## config.mk

```make
export PLATFORM = sky130hd
export DESIGN_NAME = rgba_image_compare
export DESIGN_NICKNAME = d
export VERILOG_FILES = /design/src/design/ric_pkg.sv /design/src/design/ric_delta.sv /design/src/design/ric_ratio_check.sv /design/src/design/rgba_image_compare.sv
export SDC_FILE = /design/constraint.sdc
export NUM_CORES = 2
export LEC_CHECK = 0
export ABC_AREA = 0
export BUFFER_PORTS_ARGS = -buffer_cell sky130_fd_sc_hd__clkbuf_2
export CORE_MARGIN = 3
export CORE_UTILIZATION = 60
export CTS_CLUSTER_DIAMETER = 100
export DETAILED_ROUTE_END_ITERATION = 10
export PLACE_DENSITY = 0.83
export SLEW_MARGIN = 25
export SYNTH_ARGS = -nofsm -noshare
export SYNTH_HDL_FRONTEND = slang
export SYNTH_SLANG_ARGS = --single-unit
```

## constraint.sdc

```tcl
create_clock -name clk -period 12.3 [get_ports clk]
set_input_delay 2.46 -clock clk [delete_from_list [all_inputs] [get_ports clk]]
set_output_delay 2.46 -clock clk [all_outputs]
set_load 0.01 [all_outputs]
```

## src/design/ric_pkg.sv

```systemverilog
`timescale 1ns / 1ps
// ----------------------------------------------------------------------------
// ric_pkg: shared types and constants for the rgba image compare block
// field widths, size limits, register indexes and the ratio check request
// ----------------------------------------------------------------------------
package ric_pkg;

  localparam int unsigned CHAN_W     = 8;
  localparam int unsigned SIZE_W     = 13;
  localparam int unsigned POS_W      = 12;
  localparam int unsigned FRAC_W     = 17;
  localparam int unsigned COUNT_W    = 25;
  localparam int unsigned PIXELS_W   = 25;
  localparam int unsigned PRODUCT_W  = FRAC_W + PIXELS_W;
  localparam int unsigned CFG_IDX_W  = 2;
  localparam int unsigned CFG_DATA_W = 17;
  localparam int unsigned FRAC_SHIFT = 16;

  localparam logic [SIZE_W-1:0]  MAX_WIDTH  = 13'd4096;
  localparam logic [SIZE_W-1:0]  MAX_HEIGHT = 13'd4096;
  localparam logic [COUNT_W-1:0] BAD_LIMIT  = {COUNT_W{1'b1}};

  localparam logic [CFG_IDX_W-1:0] REG_IMAGE_WIDTH       = 2'd0;
  localparam logic [CFG_IDX_W-1:0] REG_IMAGE_HEIGHT      = 2'd1;
  localparam logic [CFG_IDX_W-1:0] REG_CHANNEL_TOLERANCE = 2'd2;
  localparam logic [CFG_IDX_W-1:0] REG_MAX_BAD_FRACTION  = 2'd3;

  typedef struct packed {
    logic                 last;
    logic [COUNT_W-1:0]   bad_total;
    logic [FRAC_W-1:0]    fraction;
    logic [PIXELS_W-1:0]  pixels;
  } ratio_req_t;

endpackage

```

## src/design/ric_delta.sv

```systemverilog
`timescale 1ns / 1ps
// ----------------------------------------------------------------------------
// ric_delta: largest channel difference of one pixel pair
// four absolute differences and a small max tree
// ----------------------------------------------------------------------------
module ric_delta import ric_pkg::*; (
  input  logic [CHAN_W-1:0] gold_red,
  input  logic [CHAN_W-1:0] gold_green,
  input  logic [CHAN_W-1:0] gold_blue,
  input  logic [CHAN_W-1:0] gold_alpha,
  input  logic [CHAN_W-1:0] test_red,
  input  logic [CHAN_W-1:0] test_green,
  input  logic [CHAN_W-1:0] test_blue,
  input  logic [CHAN_W-1:0] test_alpha,
  output logic [CHAN_W-1:0] delta
);

  function automatic logic [CHAN_W-1:0] abs_diff(input logic [CHAN_W-1:0] a,
                                                 input logic [CHAN_W-1:0] b);
    return (a > b) ? a - b : b - a;
  endfunction

  logic [CHAN_W-1:0] d_red;
  logic [CHAN_W-1:0] d_green;
  logic [CHAN_W-1:0] d_blue;
  logic [CHAN_W-1:0] d_alpha;
  logic [CHAN_W-1:0] max_rg;
  logic [CHAN_W-1:0] max_ba;

  assign d_red   = abs_diff(gold_red, test_red);
  assign d_green = abs_diff(gold_green, test_green);
  assign d_blue  = abs_diff(gold_blue, test_blue);
  assign d_alpha = abs_diff(gold_alpha, test_alpha);

  assign max_rg = (d_red > d_green) ? d_red : d_green;
  assign max_ba = (d_blue > d_alpha) ? d_blue : d_alpha;
  assign delta  = (max_rg > max_ba) ? max_rg : max_ba;

endmodule

```

## src/design/ric_ratio_check.sv

```systemverilog
`timescale 1ns / 1ps
// ----------------------------------------------------------------------------
// ric_ratio_check: bad pixel fraction test on the last pixel
// ok when bad_total * 65536 <= fraction * pixels, exact
// ----------------------------------------------------------------------------
module ric_ratio_check import ric_pkg::*; (
  input  ratio_req_t req,
  output logic       image_ok
);

  logic [PRODUCT_W-1:0] limit;
  logic [PRODUCT_W-1:0] scaled_bad;

  assign limit      = {{PIXELS_W{1'b0}}, req.fraction} * {{FRAC_W{1'b0}}, req.pixels};
  assign scaled_bad = {{(PRODUCT_W-COUNT_W){1'b0}}, req.bad_total} << FRAC_SHIFT;
  assign image_ok   = req.last && (scaled_bad <= limit);

endmodule

```

## src/design/rgba_image_compare.sv

```systemverilog
`timescale 1ns / 1ps
// ----------------------------------------------------------------------------
// rgba_image_compare: golden versus test rgba image comparator
// pipeline: input register, statistics register, result register; one pixel
//   pair per cycle while out_ready does not stall the output
// the fraction multiply sits alone in the last stage, the size multiply and
//   statistics update in the middle stage
// reset: synchronous, clears pipeline valids, statistics and position, and
//   sets width 1, height 1, tolerance 0, fraction 0
// ----------------------------------------------------------------------------
module rgba_image_compare import ric_pkg::*; (
  input  logic                  clk,
  input  logic                  rst,
  // configuration write port
  input  logic                  cfg_write,
  input  logic [CFG_IDX_W-1:0]  cfg_index,
  input  logic [CFG_DATA_W-1:0] cfg_data,
  // pixel pair requests
  input  logic                  in_valid,
  output logic                  in_ready,
  input  logic [CHAN_W-1:0]     gold_red,
  input  logic [CHAN_W-1:0]     gold_green,
  input  logic [CHAN_W-1:0]     gold_blue,
  input  logic [CHAN_W-1:0]     gold_alpha,
  input  logic [CHAN_W-1:0]     test_red,
  input  logic [CHAN_W-1:0]     test_green,
  input  logic [CHAN_W-1:0]     test_blue,
  input  logic [CHAN_W-1:0]     test_alpha,
  // per pixel results
  output logic                  out_valid,
  input  logic                  out_ready,
  output logic [CHAN_W-1:0]     pixel_delta,
  output logic                  pixel_bad,
  output logic                  last_pixel,
  output logic                  image_ok,
  output logic [CHAN_W-1:0]     max_delta,
  output logic [COUNT_W-1:0]    bad_count,
  output logic                  found_bad,
  output logic [POS_W-1:0]      first_bad_x,
  output logic [POS_W-1:0]      first_bad_y
);

  // configuration registers
  logic [SIZE_W-1:0] image_width;
  logic [SIZE_W-1:0] image_height;
  logic [CHAN_W-1:0] channel_tolerance;
  logic [FRAC_W-1:0] max_bad_fraction;

  always_ff @(posedge clk) begin
    if (rst) begin
      image_width       <= SIZE_W'(1);
      image_height      <= SIZE_W'(1);
      channel_tolerance <= '0;
      max_bad_fraction  <= '0;
    end else if (cfg_write) begin
      case (cfg_index)
        REG_IMAGE_WIDTH:       image_width       <= cfg_data[SIZE_W-1:0];
        REG_IMAGE_HEIGHT:      image_height      <= cfg_data[SIZE_W-1:0];
        REG_CHANNEL_TOLERANCE: channel_tolerance <= cfg_data[CHAN_W-1:0];
        REG_MAX_BAD_FRACTION:  max_bad_fraction  <= cfg_data[FRAC_W-1:0];
        default: ;
      endcase
    end
  end

  // pipeline valids and moves: a stage loads when empty or when it drains
  logic s1_valid;
  logic s2_valid;
  logic s3_move;
  logic s2_move;
  logic s1_move;

  assign s3_move  = !out_valid || out_ready;
  assign s2_move  = !s2_valid || s3_move;
  assign s1_move  = !s1_valid || s2_move;
  assign in_ready = s1_move;

  always_ff @(posedge clk) begin
    if (rst) begin
      s1_valid  <= 1'b0;
      s2_valid  <= 1'b0;
      out_valid <= 1'b0;
    end else begin
      if (s1_move) s1_valid  <= in_valid;
      if (s2_move) s2_valid  <= s1_valid;
      if (s3_move) out_valid <= s2_valid;
    end
  end

  // stage 1: input register
  logic [CHAN_W-1:0] s1_gold_red;
  logic [CHAN_W-1:0] s1_gold_green;
  logic [CHAN_W-1:0] s1_gold_blue;
  logic [CHAN_W-1:0] s1_gold_alpha;
  logic [CHAN_W-1:0] s1_test_red;
  logic [CHAN_W-1:0] s1_test_green;
  logic [CHAN_W-1:0] s1_test_blue;
  logic [CHAN_W-1:0] s1_test_alpha;

  always_ff @(posedge clk) begin
    if (s1_move && in_valid) begin
      s1_gold_red   <= gold_red;
      s1_gold_green <= gold_green;
      s1_gold_blue  <= gold_blue;
      s1_gold_alpha <= gold_alpha;
      s1_test_red   <= test_red;
      s1_test_green <= test_green;
      s1_test_blue  <= test_blue;
      s1_test_alpha <= test_alpha;
    end
  end

  // stage 1 logic: pixel delta and statistics update
  logic [CHAN_W-1:0] delta;

  ric_delta u_delta (
    .gold_red   (s1_gold_red),
    .gold_green (s1_gold_green),
    .gold_blue  (s1_gold_blue),
    .gold_alpha (s1_gold_alpha),
    .test_red   (s1_test_red),
    .test_green (s1_test_green),
    .test_blue  (s1_test_blue),
    .test_alpha (s1_test_alpha),
    .delta      (delta)
  );

  // running image state
  logic [POS_W-1:0]   column_count;
  logic [POS_W-1:0]   row_count;
  logic [COUNT_W-1:0] bad_total;
  logic [CHAN_W-1:0]  worst_seen;
  logic               have_first;
  logic [POS_W-1:0]   first_column;
  logic [POS_W-1:0]   first_row;

  logic [SIZE_W-1:0]   width_eff;
  logic [SIZE_W-1:0]   height_eff;
  logic [PIXELS_W-1:0] pixels;
  logic                bad;
  logic                row_end;
  logic                last;
  logic [COUNT_W-1:0]  bad_total_next;
  logic [CHAN_W-1:0]   worst_seen_next;
  logic                have_first_next;
  logic [POS_W-1:0]    first_column_next;
  logic [POS_W-1:0]    first_row_next;

  always_comb begin
    // zero reads as one, oversize reads as the limit
    if (image_width == '0)            width_eff = SIZE_W'(1);
    else if (image_width > MAX_WIDTH) width_eff = MAX_WIDTH;
    else                              width_eff = image_width;
    if (image_height == '0)             height_eff = SIZE_W'(1);
    else if (image_height > MAX_HEIGHT) height_eff = MAX_HEIGHT;
    else                                height_eff = image_height;
  end

  // product of two clamped sizes stays within 2^24
  assign pixels = PIXELS_W'(width_eff * height_eff);

  assign bad     = delta > channel_tolerance;
  // a pixel at or past the last column ends its row, same for rows
  assign row_end = {1'b0, column_count} >= (width_eff - SIZE_W'(1));
  assign last    = row_end && ({1'b0, row_count} >= (height_eff - SIZE_W'(1)));

  always_comb begin
    worst_seen_next   = (delta > worst_seen) ? delta : worst_seen;
    bad_total_next    = bad_total;
    have_first_next   = have_first;
    first_column_next = first_column;
    first_row_next    = first_row;
    if (bad) begin
      // count saturates instead of wrapping
      if (bad_total != BAD_LIMIT) bad_total_next = bad_total + COUNT_W'(1);
      if (!have_first) begin
        have_first_next   = 1'b1;
        first_column_next = column_count;
        first_row_next    = row_count;
      end
    end
  end

  always_ff @(posedge clk) begin
    if (rst) begin
      column_count <= '0;
      row_count    <= '0;
      bad_total    <= '0;
      worst_seen   <= '0;
      have_first   <= 1'b0;
      first_column <= '0;
      first_row    <= '0;
    end else if (s2_move && s1_valid) begin
      if (last) begin
        // image done, next pixel opens a fresh image
        column_count <= '0;
        row_count    <= '0;
        bad_total    <= '0;
        worst_seen   <= '0;
        have_first   <= 1'b0;
        first_column <= '0;
        first_row    <= '0;
      end else begin
        if (row_end) begin
          column_count <= '0;
          row_count    <= row_count + POS_W'(1);
        end else begin
          column_count <= column_count + POS_W'(1);
        end
        bad_total    <= bad_total_next;
        worst_seen   <= worst_seen_next;
        have_first   <= have_first_next;
        first_column <= first_column_next;
        first_row    <= first_row_next;
      end
    end
  end

  // stage 2: per pixel fields plus the ratio check request
  logic [CHAN_W-1:0]  s2_delta;
  logic               s2_bad;
  logic [CHAN_W-1:0]  s2_max_delta;
  logic               s2_found_bad;
  logic [POS_W-1:0]   s2_first_x;
  logic [POS_W-1:0]   s2_first_y;
  ratio_req_t         s2_req;

  always_ff @(posedge clk) begin
    if (s2_move && s1_valid) begin
      s2_delta            <= delta;
      s2_bad              <= bad;
      s2_max_delta        <= worst_seen_next;
      s2_found_bad        <= have_first_next;
      s2_first_x          <= first_column_next;
      s2_first_y          <= first_row_next;
      s2_req.last         <= last;
      s2_req.bad_total    <= bad_total_next;
      s2_req.fraction     <= max_bad_fraction;
      s2_req.pixels       <= pixels;
    end
  end

  // stage 2 logic: fraction times pixel count against scaled bad count
  logic ok;

  ric_ratio_check u_ratio (
    .req      (s2_req),
    .image_ok (ok)
  );

  // stage 3: result register
  always_ff @(posedge clk) begin
    if (s3_move && s2_valid) begin
      pixel_delta <= s2_delta;
      pixel_bad   <= s2_bad;
      last_pixel  <= s2_req.last;
      image_ok    <= ok;
      max_delta   <= s2_max_delta;
      bad_count   <= s2_req.bad_total;
      found_bad   <= s2_found_bad;
      first_bad_x <= s2_first_x;
      first_bad_y <= s2_first_y;
    end
  end

endmodule

```

==> results.md <==
- Post-synthesis cell count: 3941
- Starting Density: 60.8%
- WHS Path Cells: 0
- Net count, final: 4917
- Worst slew margin: 25.1%
- All-layer global routing usage: 28.2%
- Tot Pwr: 0.0111 W
- Maximum buffer depth of the clock tree: 3
- Worst EP required: 12.82 ns
- Syn_nets: 4839
- Cell row count: 91
- WL/cell: 18.7 um
- Final Critical Period: 9.40 ns
- Crit path capture type: flip-flop
- Cts repair resizes: 0
- Insertion delay to the later sink of the worst-skew pair: 0.61 ns
- Crit-path max FO: 17
- Slew Limit Fails: 0
- Highest clock rate: 106 MHz
- Die H: 256 um
- Hold path startpoint: s2_max_delta[5]
- Post-synth EDFFs: 243
- Via Count: 28000
- R2R Setup Slk: 2.90 ns
- Most frequent cells in the layout: inv_1 (683), nand2_1 (571), fa_1 (472)
- Peak VDD IR: 0.365 mV
- IO buf count: 158
- Placer Congestion: 0.930
- Setup slack at placement: 3.16 ns
- Fillers: 4639
- Main synth FF type: edfxtp_1
- Clock skew: 0.0314 ns
- Largest family of logic cells by synthesized area: adder cells
- Critical Path Start: s1_gold_alpha[0]
- 1st-iter DRT viols: 2167
- Die W: 256 um
- Status: finished clean
- Reg2Reg Depth: 41
- I/O Pins: 159
- Reg clk slew, reported paths: 0.06 ns
- Synth Area in Simple Gates: 15.2%
- Synth warn: 0
- Number of setup violations in the final report: 0
- Hold buffers post-CTS: 0
- #FFs+latches synth: 379
- Max Cap Violations: 0
- Seq/Total Area, Yosys: 26.6%
- Detailed-placement wirelength estimate: 68900 um
- Post-synthesis adder-cell area fraction: 36.4%
- Final period util: 76.4%
- Synth cell types: 83
- Setup TNS: 0 ns
- Vias in the first global route: 29200
- Initial antenna violation count: 1
- Slowest stage delay, CP: 0.72 ns
- Core Area: 61800 um2
- Post-Syn Area per Cell: 9.55 um2
- Unrepaired setup endpoints after global routing: false
- Worst reg2reg path startpoint: s1_gold_alpha[0]
- Detailed-route vias per instance: 5.73
- Leak: 18.7 nW
- Drc violations: 0
- Setup Buffers After CTS: 0
- Final worst slack: 2.90 ns
- Layout cells sized above 1: 8.09%
- Reg2reg end: worst_seen[7]
- Critical Path Slowest Stage Cell: o31ai_1
- First-pass GRT wire length: 149000 um
- Mux contribution to synthesized area: 2.34%
- Post-synthesis compound-gate area fraction: 8.18%
- Post-Syn Area: 37600 um2
- CTS tree: yes
- FFs w/ async S/R, synth: 0%
- Crit path kind: flip-flop to flip-flop
- Multi-input gate area: 24400 um2
- Power per cell area: 274 nW/um2
- First-pass iteration count of the detailed router: 7
- Register Area: 10000 um2
- Largest net degree at the start of global routing: 89
- Total grt overflow: 0
- Clock sink count: 379
- CTS root buf: clkbuf_16
- CTS Buf Count: 42
- Crit path launch type: flip-flop
- Synthesis-to-finish area growth: 8.11%
- WL final: 91600 um
- Most used cell, CP: o21a_1
- Min-delay worst type: flip-flop to flip-flop
- Die ar.: 65700 um2
- Synth Area in XOR/XNOR: 2.86%
- Hold endpoint: max_delta[5]
- H-tree depth: 2
- Most common cell after layout, fill and taps aside: inv_1
- Post-route ant nets: 0
- Util after Layout: 65.8%
- Arr. time, crit path: 9.92 ns
- Final Hold Fails: 0
- Slew @ Worst Pin: 1.12 ns
==> state kept, by name, summed over array words and instances, names as in the netlist, 12 cells and up <==
register,cells
first_row,12
max_bad_fraction,17
s2_req,68
s2_first_y,12
row_count,12
image_height,13
first_column,12
bad_count,25
first_bad_y,12
bad_total,25
image_width,13
first_bad_x,12
column_count,12
s2_first_x,12
==> kinds of logic after synthesis <==
kind of cell | Yosys count
AO/OA/AOI/OAI | 488
adder cells (fa/ha/maj) | 810
buffers and inverters | 845
multiplexers | 81
AND/OR/NAND/NOR | 1215
XOR/XNOR | 123
flip-flops | 379
==> per-layer routing <==
layer	global-route usage, %	part of all wire [%]	vias to the layer above
li1	-	-	12800
met1	37.3	40	13700
met2	46.8	48	1269
met3	5.51	9.1	239
met4	9.78	3.4	0
met5	0	0	-
==> cell type report <==
class                           count  area share (%)
Antenna cell                        1         0.00615
Clock buffer                       55            2.83
Clock inverter                     23           0.821
Inverter                          691            6.39
Multi-Input combinational cell   2717            60.1
Sequential cell                   379            24.6
Tap cell                          837            2.58
Timing Repair Buffer              188            2.63
==> worst max path at each step <==
stage / cells after the start / end / slack (ns)
after floorplan: 40 / bad_total[20] / 3.93
after global placement: 41 / worst_seen[7] / 3.29
after detailed placement: 41 / worst_seen[7] / 3.16
after CTS: 41 / worst_seen[7] / 2.98
after global routing: 40 / worst_seen[7] / 2.20
final: 41 / worst_seen[7] / 2.90
==> where the power goes <==
part / internal [W] / switching, W
clock network: 0.000766 / 0.000565
logic: 0.00340 / 0.00478
registers: 0.00153 / 0.0000961
total: 0.00570 / 0.00544
==> Yosys cell counts (all sizes together) (56+ instances only) <==
master    n  share of area, %
a21o     56               1.1
a21oi   196               2.6
and2    181               3.0
clkbuf  139               1.4
dfxtp   136               7.2
edfxtp  243                19
fa      472                25
ha      338                11
inv     686               6.8
nand2   573               5.7
nand3    68              0.90
nor2    165               1.7
o21ai    82               1.1
xnor2    80               1.9
==> metrics by stage <==
stage	hold WS, ns	cell area (um2)	instances
after global routing	0.421	40700	4890
after detailed placement	0.405	39100	4807
after floorplan	0.400	37600	3941
after global placement	0.402	39100	4807
after CTS	0.419	40600	4885
final	0.418	40700	4891
==> worst max-delay path: cells and delay by family (launching register included) <==
kind	cells	cell delay, ns
compound gates	20	4.28
xor+xnor	1	0.15
fa+ha+maj	5	1.48
buf+inv	6	1.24
flops	1	0.40
mux	3	1.10
simple gates	6	0.65
Note: power is estimated with default switching activity, not from simulation.
